**src/drc_pkg.sv**
```systemverilog
package drc_pkg;

    localparam int FRAC_BITS     = 16;
    localparam int MAP_BITS      = 6;
    localparam int ADDR_W        = 2 * MAP_BITS;
    localparam int SCREEN_HEIGHT = 480;
    localparam int STEP_LIMIT    = 130;
    localparam int DIVD_W        = 40;
    localparam int DIVS_W        = 22;
    localparam int DIV_CNT_W     = 6;

    localparam logic [21:0] PERP_MAX   = 22'h3FFFFF;
    localparam logic [15:0] HEIGHT_MAX = 16'hFFFF;

    localparam logic [2:0] REG_CAMERA_X = 3'd0;
    localparam logic [2:0] REG_CAMERA_Y = 3'd1;
    localparam logic [2:0] REG_DIR_X    = 3'd2;
    localparam logic [2:0] REG_DIR_Y    = 3'd3;
    localparam logic [2:0] REG_PLANE_X  = 3'd4;
    localparam logic [2:0] REG_PLANE_Y  = 3'd5;

    typedef enum logic {
        OP_WRITE = 1'b0,
        OP_CAST  = 1'b1
    } op_t;

    typedef struct packed {
        op_t        op;
        logic [5:0] cell_x;
        logic [5:0] cell_y;
        logic [7:0] cell_value;
        logic [9:0] column;
    } item_t;

    typedef struct packed {
        logic  valid;
        item_t item;
    } queue_head_t;

    typedef struct packed {
        logic pop;
        logic clearing;
    } back_ctrl_t;

    typedef struct packed {
        logic        [21:0] camera_x;
        logic        [21:0] camera_y;
        logic signed [17:0] dir_x;
        logic signed [17:0] dir_y;
        logic signed [17:0] plane_x;
        logic signed [17:0] plane_y;
    } cam_cfg_t;

    typedef enum logic [4:0] {
        ST_CLEAR,
        ST_IDLE,
        ST_CAM0,
        ST_CAM1,
        ST_MULX,
        ST_MULY,
        ST_RAY,
        ST_YSET,
        ST_PMUL,
        ST_QMUL,
        ST_STEP,
        ST_CHECK,
        ST_DIVP,
        ST_WAITP,
        ST_DIVH,
        ST_WAITH,
        ST_EMIT
    } back_state_t;

endpackage

```
**src/drc_front.sv**
```systemverilog
module drc_front
    import drc_pkg::*;
(
    input  logic        clk,
    input  logic        rst_n,
    input  logic        in_valid,
    output logic        in_stall,
    input  logic        mode,
    input  logic [5:0]  cell_x,
    input  logic [5:0]  cell_y,
    input  logic [7:0]  cell_value,
    input  logic [9:0]  column,
    input  back_ctrl_t  ctrl,
    output queue_head_t head
);

    item_t      slot_reg [2];
    logic [1:0] count_reg, count_next;
    logic       wr_ptr_reg, wr_ptr_next;
    logic       rd_ptr_reg, rd_ptr_next;
    logic       push;
    logic       pop;
    item_t      in_item;

    always_comb
    begin
        in_item.op         = mode ? OP_CAST : OP_WRITE;
        in_item.cell_x     = cell_x;
        in_item.cell_y     = cell_y;
        in_item.cell_value = cell_value;
        in_item.column     = column;
    end

    assign in_stall   = (count_reg == 2'd2) || ctrl.clearing;
    assign push       = in_valid && !in_stall;
    assign pop        = ctrl.pop && (count_reg != 2'd0);
    assign head.valid = (count_reg != 2'd0);
    assign head.item  = slot_reg[rd_ptr_reg];

    always_comb
    begin
        count_next  = count_reg;
        wr_ptr_next = wr_ptr_reg;
        rd_ptr_next = rd_ptr_reg;
        if (push)
        begin
            wr_ptr_next = !wr_ptr_reg;
        end
        if (pop)
        begin
            rd_ptr_next = !rd_ptr_reg;
        end
        case ({push, pop})
            2'b10:   count_next = count_reg + 2'd1;
            2'b01:   count_next = count_reg - 2'd1;
            default: count_next = count_reg;
        endcase
    end

    always_ff @(posedge clk or negedge rst_n)
    begin
        if (!rst_n)
        begin
            count_reg  <= 2'd0;
            wr_ptr_reg <= 1'b0;
            rd_ptr_reg <= 1'b0;
        end
        else
        begin
            count_reg  <= count_next;
            wr_ptr_reg <= wr_ptr_next;
            rd_ptr_reg <= rd_ptr_next;
        end
    end

    always_ff @(posedge clk)
    begin
        if (push)
        begin
            slot_reg[wr_ptr_reg] <= in_item;
        end
    end

endmodule

```
**config.mk**
```make
export PLATFORM = sky130hd
export DESIGN_NAME = drc_front
export DESIGN_NICKNAME = d
export VERILOG_FILES = /design/src/drc_pkg.sv /design/src/drc_front.sv
export SDC_FILE = /design/constraint.sdc
export NUM_CORES = 1
export LEC_CHECK = 0
export BUFFER_PORTS_ARGS = -buffer_cell sky130_fd_sc_hd__buf_4
export CORE_MARGIN = 1.5
export CORE_UTILIZATION = 55
export CTS_BUF_LIST = sky130_fd_sc_hd__clkbuf_4 sky130_fd_sc_hd__clkbuf_8 sky130_fd_sc_hd__clkbuf_16
export DETAILED_ROUTE_END_ITERATION = 16
export PLACE_DENSITY = 0.84
export SLEW_MARGIN = 20
export SYNTH_ARGS = -nofsm -noshare
export SYNTH_HDL_FRONTEND = slang
export SYNTH_SLANG_ARGS = --single-unit
```
**constraint.sdc**
```tcl
create_clock -name clk -period 5.3 [get_ports clk]
set_input_delay 1.06 -clock clk [delete_from_list [all_inputs] [get_ports clk]]
set_output_delay 1.06 -clock clk [all_outputs]
set_load 0.02 [all_outputs]
```
==> summary.md <==
| Metric | Value |
|---|---|
| Synth Register Bits | 66 |
| Remaining DRCs | 0 |
| Seq/Total Area, Yosys | 79.5% |
| Setup TNS | 0 ns |
| Post-cts sizing count | 0 |
| Hold-fix buffers, CTS | 0 |
| P_leak | 1.24 nW |
| FILL cells | 266 |
| Initial Utilization | 57.1% |
| Max-cap check violation count | 0 |
| Number of buffers created by CTS | 9 |
| Max-slew violations | 0 |
| Mapped Cells | 116 |
| Vias per inst | 5.30 |
| CTS root buf | clkbuf_8 |
| Rows | 24 |
| Die Ht | 70.0 um |
| Antenna violations before repair | 0 |
| Syn avg cell area | 21.3 um2 |
| DR pass1 iterations | 4 |
| Most instantiated library cell after synthesis | edfxtp_1 |
| Outcome | complete, no violations |
| Worst clock skew | 0.00734 ns |
| Measured slew at the worst slew-check pin | 0.879 ns |
| Worst vdd ir | 0.318 mV |
| Routability cong. | 0.704 |
| I/O Buffers | 68 |
| Setup crit end kind | output pin |
| Power per cell area | 522 mW/mm2 |
| First-pass GRT wire length | 6640 um |
| Pin count of the biggest net entering global routing | 32 |
| Synth Net Count | 153 |
| DP Wirelength | 2790 um |
| Synth top cells by count | edfxtp_1 (62), mux2_2 (29), dfrtp_1 (4) |
| Slew Limit Headroom | 41.2% |
| Final Instance Area | 0.00324 mm2 |
| Fin crit share | 58.6% |
| GRT Total Usage | 18.6% |
| Area share of the largest cell type after synthesis | 75.5% |
| EDFF count, synth | 62 |
| Clock-pin slew on the worst setup and hold paths | 0.07 ns |
| Grt total ovfl | 0 |
| Peak Freq | 0.322 GHz |
| Drt initial violations | 124 |
| Reg2reg path depth | 3 |
| Final Hold Fails | 0 |
| Avg WL per Cell | 17.5 um |
| Via count | 1,320 |
| Core Footprint | 0.00432 mm2 |
| Bufs on Longest Clock Path | 2 |
| Yosys warns | 0 |
| Fin util | 74.9% |
| Fin crit period | 3.10 ns |
| Final setup margin | 2.20 ns |
| Worst-Skew Late Latency | 0.33 ns |
| Most used DFF post-synth | edfxtp_1 |
| Hold Slack | 0.494 ns |
| Hold path depth | 1 |
| Critical Path RT | 4.24 ns |
| Max FFs per register | 62 |
| Total Die Area | 0.00490 mm2 |
| Io pins | 69 |
| RSZ-0062 raised after global routing | no |
| Total wire length | 4360 um |
| DRT antenna net count | 0 |
| Biggest area consumer among synthesized cells | edfxtp_1 |
| Area post-placement | 0.00303 mm2 |
| Crit-path max FO | 17 |
| Top post-synthesis cells by area | edfxtp_1 (75%), mux2_2 (13%), dfrtp_1 (4.1%), buf_6 (1.4%), mux2_4 (1.2%) |
| CP arrival | 2.04 ns |
| CTS tree | done |
| Area Overhead vs Synth | 31.3% |
| Die W | 70.0 um |
| Fraction of registers with async set or reset after synthesis | 6.06% |
| Vias in the first global route | 1,357 |
| Fraction of layout cells with a size suffix above 1 | 60.4% |
| Ant. Diodes | 0 |
| Worst Setup Start Kind | register |
| Synth Cell Area | 0.00247 mm2 |
| Distinct cell type count after synthesis | 15 |
| Post-place setup slack | 2.57 ns |
| Crit Path Class | reg -> out |
| Final Setup Violations | 0 |
| Setup bufs post-CTS | 0 |
| Worst min path class | reg -> reg |
| Sink Count | 66 |
| Nets | 229 |
| Max H-tree Level | 3 |
[power breakdown]
part	switching (mW)	internal, mW
sequential	0.0529	0.655
combinational	0.272	0.262
clock	0.180	0.267
[routing by layer]
layer	vias up	share of wire, %	GRT usage (%)
li1	597	-	-
met1	635	38	22.5
met2	74	53	31.0
met3	14	7.6	6.49
met4	0	1.5	7.05
met5	-	0	0
[final timing paths]
check | slack, ns | to | startpoint
min in group asynchronous | 0.52 | count_reg[0]$_DFFE_PN0P_ | rst_n
worst max-delay path | 2.20 | head[27] | rd_ptr_reg$_DFFE_PN0P_
max in group asynchronous | 4.67 | wr_ptr_reg$_DFFE_PN0P_ | rst_n
worst min-delay path | 0.49 | count_reg[1]$_DFFE_PN0P_ | count_reg[1]$_DFFE_PN0P_
worst min register to register | 0.49 | count_reg[1]$_DFFE_PN0P_ | count_reg[1]$_DFFE_PN0P_
worst max register to register | 3.41 | slot_reg[1][21]$_DFFE_PP_ | count_reg[0]$_DFFE_PN0P_
[through the flow]
| stage | std cells | total power, mW |
|---|---|---|
| 6_report | 249 | 1.69 |
| 5_1_grt | 249 | 1.75 |
| 4_1_cts | 249 | 1.70 |
| 3_5_place_dp | 233 | 1.25 |
| 3_3_place_gp | 233 | 1.23 |
| 2_1_floorplan | 116 | 1.06 |
[cell usage in the layout (no fill, tap or decap)]
cell type | synthesis | final
and2_4 | 1 | 1
buf_4 | 0 | 69
bufinv_16 | 0 | 2
clkbuf_4 | 0 | 1
clkbuf_8 | 0 | 9
clkinv_1 | 0 | 1
clkinv_2 | 0 | 2
clkinvlp_4 | 0 | 1
dfrtp_1 | 4 | 4
edfxtp_1 | 62 | 62
ha_1 | 1 | 1
inv_1 | 1 | 1
mux2_2 | 29 | 29
mux2_4 | 2 | 2
nand2b_1 | 2 | 2
nand3b_2 | 1 | 1
nor2_1 | 3 | 1
nor2_4 | 0 | 2
or2_1 | 1 | 1
xnor2_1 | 3 | 3
xor2_1 | 2 | 2
[critical path, cell delays in order, from the launching register on]
cell and delay (ns):
dfrtp_1 0.80, buf_4 0.38, mux2_2 0.38, buf_4 0.16
[area by class of cell]
| cell class | instances | area (um2) | area share (%) |
|---|---|---|---|
| clock inverter | 6 | 81.3 | 2.51 |
| multi-input combinational | 45 | 478 | 14.8 |
| sequential | 66 | 1960 | 60.6 |
| clock buffer | 10 | 131 | 4.06 |
| tap | 52 | 65.1 | 2.01 |
| inverter | 1 | 3.75 | 0.116 |
| timing repair buffer | 69 | 518 | 16.0 |
[cell families after synthesis]
group,Yosys count,synth area share (%)
buffers and inverters,5,1.72
xor gates and xnor gates,5,1.78
adders and majority gates,1,0.507
muxes,31,14.5
and+or+nand+nor,8,2.03
DFF,66,79.5
(Power assumes the default switching activity.)
