--- config.mk ---
export PLATFORM = sky130hd
export DESIGN_NAME = drc_div
export DESIGN_NICKNAME = d
export VERILOG_FILES = /design/src/drc_pkg.sv /design/src/drc_div.sv
export SDC_FILE = /design/constraint.sdc
export NUM_CORES = 1
export LEC_CHECK = 0
export ABC_AREA = 1
export BUFFER_PORTS_ARGS = -buffer_cell sky130_fd_sc_hd__buf_2
export CAP_MARGIN = 40
export CORE_MARGIN = 2
export CORE_UTILIZATION = 30
export CTS_CLUSTER_SIZE = 10
export DETAILED_ROUTE_END_ITERATION = 10
export PLACE_DENSITY = 0.54
export SLEW_MARGIN = 20
export SYNTH_ARGS = -nofsm -noshare
export SYNTH_HDL_FRONTEND = slang
export SYNTH_SLANG_ARGS = --single-unit
export TNS_END_PERCENT = 100
--- constraint.sdc ---
create_clock -name clk -period 2.85 [get_ports clk]
set_clock_uncertainty 0.1 [all_clocks]
set_input_delay 0.285 -clock clk [delete_from_list [all_inputs] [get_ports clk]]
set_output_delay 0.285 -clock clk [all_outputs]
set_load 0.03 [all_outputs]
--- src/drc_pkg.sv ---
package drc_pkg;

    localparam int FRAC_BITS     = 16;
    localparam int MAP_BITS      = 6;
    localparam int ADDR_W        = 2 * MAP_BITS;
    localparam int SCREEN_HEIGHT = 480;
    localparam int STEP_LIMIT    = 130;
    localparam int DIVD_W        = 40;
    localparam int DIVS_W        = 22;
    localparam int DIV_CNT_W     = 6;

    localparam logic [21:0] PERP_MAX   = 22'h3FFFFF;
    localparam logic [15:0] HEIGHT_MAX = 16'hFFFF;

    localparam logic [2:0] REG_CAMERA_X = 3'd0;
    localparam logic [2:0] REG_CAMERA_Y = 3'd1;
    localparam logic [2:0] REG_DIR_X    = 3'd2;
    localparam logic [2:0] REG_DIR_Y    = 3'd3;
    localparam logic [2:0] REG_PLANE_X  = 3'd4;
    localparam logic [2:0] REG_PLANE_Y  = 3'd5;

    typedef enum logic {
        OP_WRITE = 1'b0,
        OP_CAST  = 1'b1
    } op_t;

    typedef struct packed {
        op_t        op;
        logic [5:0] cell_x;
        logic [5:0] cell_y;
        logic [7:0] cell_value;
        logic [9:0] column;
    } item_t;

    typedef struct packed {
        logic  valid;
        item_t item;
    } queue_head_t;

    typedef struct packed {
        logic pop;
        logic clearing;
    } back_ctrl_t;

    typedef struct packed {
        logic        [21:0] camera_x;
        logic        [21:0] camera_y;
        logic signed [17:0] dir_x;
        logic signed [17:0] dir_y;
        logic signed [17:0] plane_x;
        logic signed [17:0] plane_y;
    } cam_cfg_t;

    typedef enum logic [4:0] {
        ST_CLEAR,
        ST_IDLE,
        ST_CAM0,
        ST_CAM1,
        ST_MULX,
        ST_MULY,
        ST_RAY,
        ST_YSET,
        ST_PMUL,
        ST_QMUL,
        ST_STEP,
        ST_CHECK,
        ST_DIVP,
        ST_WAITP,
        ST_DIVH,
        ST_WAITH,
        ST_EMIT
    } back_state_t;

endpackage

--- src/drc_div.sv ---
module drc_div
    import drc_pkg::*;
(
    input  logic              clk,
    input  logic              rst_n,
    input  logic              start,
    input  logic [DIVD_W-1:0] dividend,
    input  logic [DIVS_W-1:0] divisor,
    output logic              done,
    output logic [DIVD_W-1:0] quotient
);

    logic                 busy_reg, busy_next;
    logic                 done_reg, done_next;
    logic [DIV_CNT_W-1:0] cnt_reg, cnt_next;
    logic [DIVS_W-1:0]    rem_reg, rem_next;
    logic [DIVD_W-1:0]    quo_reg, quo_next;
    logic [DIVS_W-1:0]    den_reg, den_next;
    logic [DIVS_W:0]      rem_sh;
    logic [DIVS_W:0]      rem_sub;

    assign rem_sh  = {rem_reg, quo_reg[DIVD_W-1]};
    assign rem_sub = rem_sh - {1'b0, den_reg};

    always_comb
    begin
        busy_next = busy_reg;
        done_next = 1'b0;
        cnt_next  = cnt_reg;
        rem_next  = rem_reg;
        quo_next  = quo_reg;
        den_next  = den_reg;
        if (start)
        begin
            busy_next = 1'b1;
            cnt_next  = '0;
            rem_next  = '0;
            quo_next  = dividend;
            den_next  = divisor;
        end
        else if (busy_reg)
        begin
            if (rem_sh >= {1'b0, den_reg})
            begin
                rem_next = rem_sub[DIVS_W-1:0];
                quo_next = {quo_reg[DIVD_W-2:0], 1'b1};
            end
            else
            begin
                rem_next = rem_sh[DIVS_W-1:0];
                quo_next = {quo_reg[DIVD_W-2:0], 1'b0};
            end
            cnt_next = cnt_reg + 1'b1;
            if (cnt_reg == DIV_CNT_W'(DIVD_W - 1))
            begin
                busy_next = 1'b0;
                done_next = 1'b1;
            end
        end
    end

    always_ff @(posedge clk or negedge rst_n)
    begin
        if (!rst_n)
        begin
            busy_reg <= 1'b0;
            done_reg <= 1'b0;
            cnt_reg  <= '0;
        end
        else
        begin
            busy_reg <= busy_next;
            done_reg <= done_next;
            cnt_reg  <= cnt_next;
        end
    end

    always_ff @(posedge clk)
    begin
        rem_reg <= rem_next;
        quo_reg <= quo_next;
        den_reg <= den_next;
    end

    assign done     = done_reg;
    assign quotient = quo_reg;

endmodule

==> Flow_metrics.wiki <==
{| class="wikitable"
! Metric !! Value
|-
| Post-CTS Setup Inserts || 0
|-
| Number of detailed-routing iterations run before antenna repair || 4
|-
| Area overhead of the layout relative to synthesis || 20.2%
|-
| Net count reported at finish || 930
|-
| Io pins || between 100 and 150
|-
| Power dissipated by switching net loads || 0.00204 W
|-
| Switching Fraction || 0.402
|-
| Number of register bits inferred by synthesis || 92
|-
| Mapped Cells || approximately 730
|-
| Die outline area || 19600 µm²
|-
| Buffers added on ports || around 110
|-
| First-pass GRT wire length || 24.2 mm
|-
| Adder-cell area share of the yosys netlist || 0.0555
|-
| Syn_area_per_cell || 7.61 µm²
|-
| Fraction of final layout cells with drive strength greater than 1 || 0.191
|-
| Arrival time worst endpoint || approximately 2.5 ns
|-
| Least-Margin Pin Slew || between 0.4 and 0.5 ns
|-
| Share of synthesized cell area in and, or, nand and nor gates || 0.344
|-
| Core Region || 18100 µm²
|-
| Footprint of the flip-flops and latches || 2500 µm²
|-
| Root buffer cell || clkbuf_16
|-
| Max-cap violations || 0
|-
| Number of remaining DRC errors || 0
|-
| Number of synthesized flops with an enable pin || 62
|-
| Final setup margin || 0.517 ns
|-
| Vias per cell || 4.46
|-
| P per Cell Area || 761 nW/µm²
|-
| Worst Setup Path Type || flop to flop
|-
| GRT met3 Usage || 0.0537
|-
| Pre-CTS setup slack || between 0.5 and 0.6 ns
|-
| CTS H-Tree Depth || 3
|-
| Slew HR || 0.673
|-
| Cell chain of the critical path || inv_1 -> ha_1 -> inv_1 -> fa_1 -> nand2_1 -> a21oi_1 -> nand2_1 -> nand2_1 -> nand2_1 -> nand3_1 -> nand3_1 -> nand3_1 -> nand2_1
|-
| Routability Congestion || about 0.95
|-
| Leftover overflow at the end of global routing || 0
|-
| Static leakage power || 3.48 nW
|-
| Time the final worst path needs with I/O delays and setup || 2.33 ns
|-
| Post-detailed-placement half-perimeter wirelength || about 11 mm
|-
| Portion of the post-synthesis area used by sequential elements || 0.451
|-
| Met2 usage in global routing || 0.249
|-
| Number of placement rows || around 50
|-
| Share of power burned in the clock network || 0.232
|-
| Endpoint of the worst hold-timing path || den_reg[21]
|-
| Worst R2R End || rem_reg[16]
|-
| Max Slew Vio Count || 0
|-
| Final antenna diode count || 0
|-
| Vias in the first global route || 4754
|-
| Worst hold path type || input pin to flop
|-
| Synth warn || 0
|-
| Hold violation total from the final report || 0
|-
| Cell area after synthesis || 5550 µm²
|-
| Fill count || roughly 1900
|-
| TritonCTS sink count || 92
|-
| Post-Syn Nets || roughly 820
|-
| Y dimension of the die || 140 µm
|-
| Number of setup violations in the final report || 0
|-
| Number of cells on the worst reg-to-reg path || 13
|-
| Relative contribution of combinational cells to total power || 0.423
|-
| Met1 routing resource usage after global routing || 0.198
|-
| Critical path fanouts, max || 3
|-
| Sequential Power Share || 0.344
|-
| CP peak stage delay || 0.35 ns
|-
| TritonCTS clock tree || yes
|-
| Per-cell routed wire length || 13.6 µm
|-
| Xor-xnor portion of the synthesized cell area || 0.0126
|-
| Share of the synthesized area in compound gates (AO/OA/AOI/OAI) || 0.0395
|-
| Layer with the highest usage || met2
|-
| Die X-Extent || approximately 140 µm
|-
| Final antenna-violating net count || 0
|-
| Final TNS setup || 0 ns
|-
| Post-route fraction of the period consumed by the critical path || 0.819
|-
| Top library cells by usage in the layout, fill and taps aside || 298 x nand2_1, 106 x inv_1, 105 x buf_2
|-
| Element type at the critical path start || flop
|-
| Required time of the worst setup path || 2.99 ns
|-
| Unrepaired setup endpoints after global routing || no
|-
| Hold path startpoint || divisor[21]
|-
| Startpoint of the worst register-to-register path || quotient[39]
|-
| Starting density of the core || 0.307
|-
| Combinational family with the most area after synthesis || simple AND/OR/NAND/NOR gates
|-
| Iter 0 DRT Violations || 211
|-
| Portion of netlist area occupied by mux cells || 0
|-
| VDD IR-drop max || between 300 and 400 µV
|-
| Skew-Pair Late Insertion Delay || 0.35 ns
|-
| Clock transition at the registers of the reported paths || roughly 0.07 ns
|-
| CP most frequent cell || nand2_1
|-
| Count of unique library cells instantiated by Yosys || 35
|-
| Post-synthesis async set-or-reset flop share || 0.0870
|-
| Total Routed Length || 14.6 mm
|-
| Capturing element type of the critical path || flop
|-
| Antenna violations before repair || 0
|-
| Most common cell after layout, fill and taps aside || nand2_1
|-
| Int Power || 0.00304 W
|-
| Number of instances on the worst hold path || 1
|-
| Vias after detailed routing || 4793
|-
| Total area of multi-input combinational cells || 2510 µm²
|-
| Total track usage || 0.156
|-
| Outcome || finished, final reports clean
|-
| Deepest clock path buffer count || 2
|-
| Max Freq || 429 MHz
|-
| Worst-path cell with the longest stage delay || edfxtp_1
|-
| Flip-flop count of the largest register after layout || 40
|-
| Maximum number of pins on one net before global-route repair || 48
|-
| Ys flop type || edfxtp_1
|-
| Worst setup slack for register-to-register paths || 0.52 ns
|-
| Inserted Clock Buffers || 9
|}
## through the flow
step                instance area, µm²  power, W  utilization  hold WS, ns  cells
global route                      6670   0.00550        0.369     0.000669   1075
floorplan                         5550   0.00344            -       -0.111    729
global placement                  6300   0.00392        0.348       0.0445   1051
detailed placement                6300   0.00392        0.348       0.0412   1051
finish                            6670   0.00508        0.369       0.0162   1075
CTS                               6660   0.00513        0.368     0.000124   1074
## cell usage after synthesis, drive strengths merged (2+ instances only)
library cell | count | share of area
buf | 11 | 0.018
inv | 108 | 0.073
nand4 | 4 | 0.0056
nand3 | 59 | 0.059
clkbuf | 9 | 0.0061
ha | 23 | 0.052
edfxtp | 62 | 0.34
dfxtp | 22 | 0.079
a21oi | 19 | 0.019
xnor2 | 8 | 0.013
nor3 | 3 | 0.0027
nor4 | 2 | 0.0023
o21ai | 15 | 0.014
o21bai | 2 | 0.0027
nor2 | 45 | 0.037
nand3b | 13 | 0.018
dfrtp | 8 | 0.036
nand2 | 311 | 0.22
## cells by family after synthesis
logic type,Yosys count
AO/OA/AOI/OAI,39
adder cells (fa/ha/maj),24
XOR/XNOR,8
flip-flops,92
AND/OR/NAND/NOR,437
buffers and inverters,129
## what timing repair did
item / 4_1_cts / 5_1_grt
hold buffers: 7 / 1
gates resized for setup: 0 / 0
endpoints found under the hold margin: 14 / 1
## routing by layer
| layer | part of all wire | wire, µm |
|---|---|---|
| met1 | 0.45 | 6630 |
| met2 | 0.45 | 6560 |
| met3 | 0.082 | 1200 |
| met4 | 0.017 | 245 |
| met5 | 0 | 0 |
## worst max-delay path, delay by kind of cell, from the launching register on
| kind | cells | cell delay, ns |
|---|---|---|
| simple gates | 8 | 0.80 |
| flops | 1 | 0.35 |
| buf+inv | 2 | 0.20 |
| compound gates | 1 | 0.35 |
| fa+ha+maj | 2 | 0.42 |
## worst max-delay path by stage
stage                      start          end  slack [ns]
finish              quotient[39]  rem_reg[16]        0.52
detailed placement  quotient[39]  rem_reg[16]        0.55
global route        quotient[39]  rem_reg[16]        0.34
global placement    quotient[39]  rem_reg[16]        0.56
floorplan                  start  quotient[0]        0.36
CTS                 quotient[39]  rem_reg[16]        0.52
## cell type report
cell class,instances,share of cell area
flip-flops and latches,92,0.375
well taps,229,0.0430
multi-input cells,508,0.376
inverters,109,0.0614
clock buffers,11,0.0364
repair buffers,121,0.102
clock inverters,5,0.00638
## power by group through the flow
stage	sequential [W]	clock [W]	combinational, W
3_5_place_dp	0.00177	0	0.00214
5_1_grt	0.00178	0.00127	0.00245
3_3_place_gp	0.00178	0	0.00214
2_1_floorplan	0.00187	0	0.00157
4_1_cts	0.00175	0.00122	0.00216
6_report	0.00175	0.00118	0.00215
No activity file was read; power rests on OpenSTA's default activity.
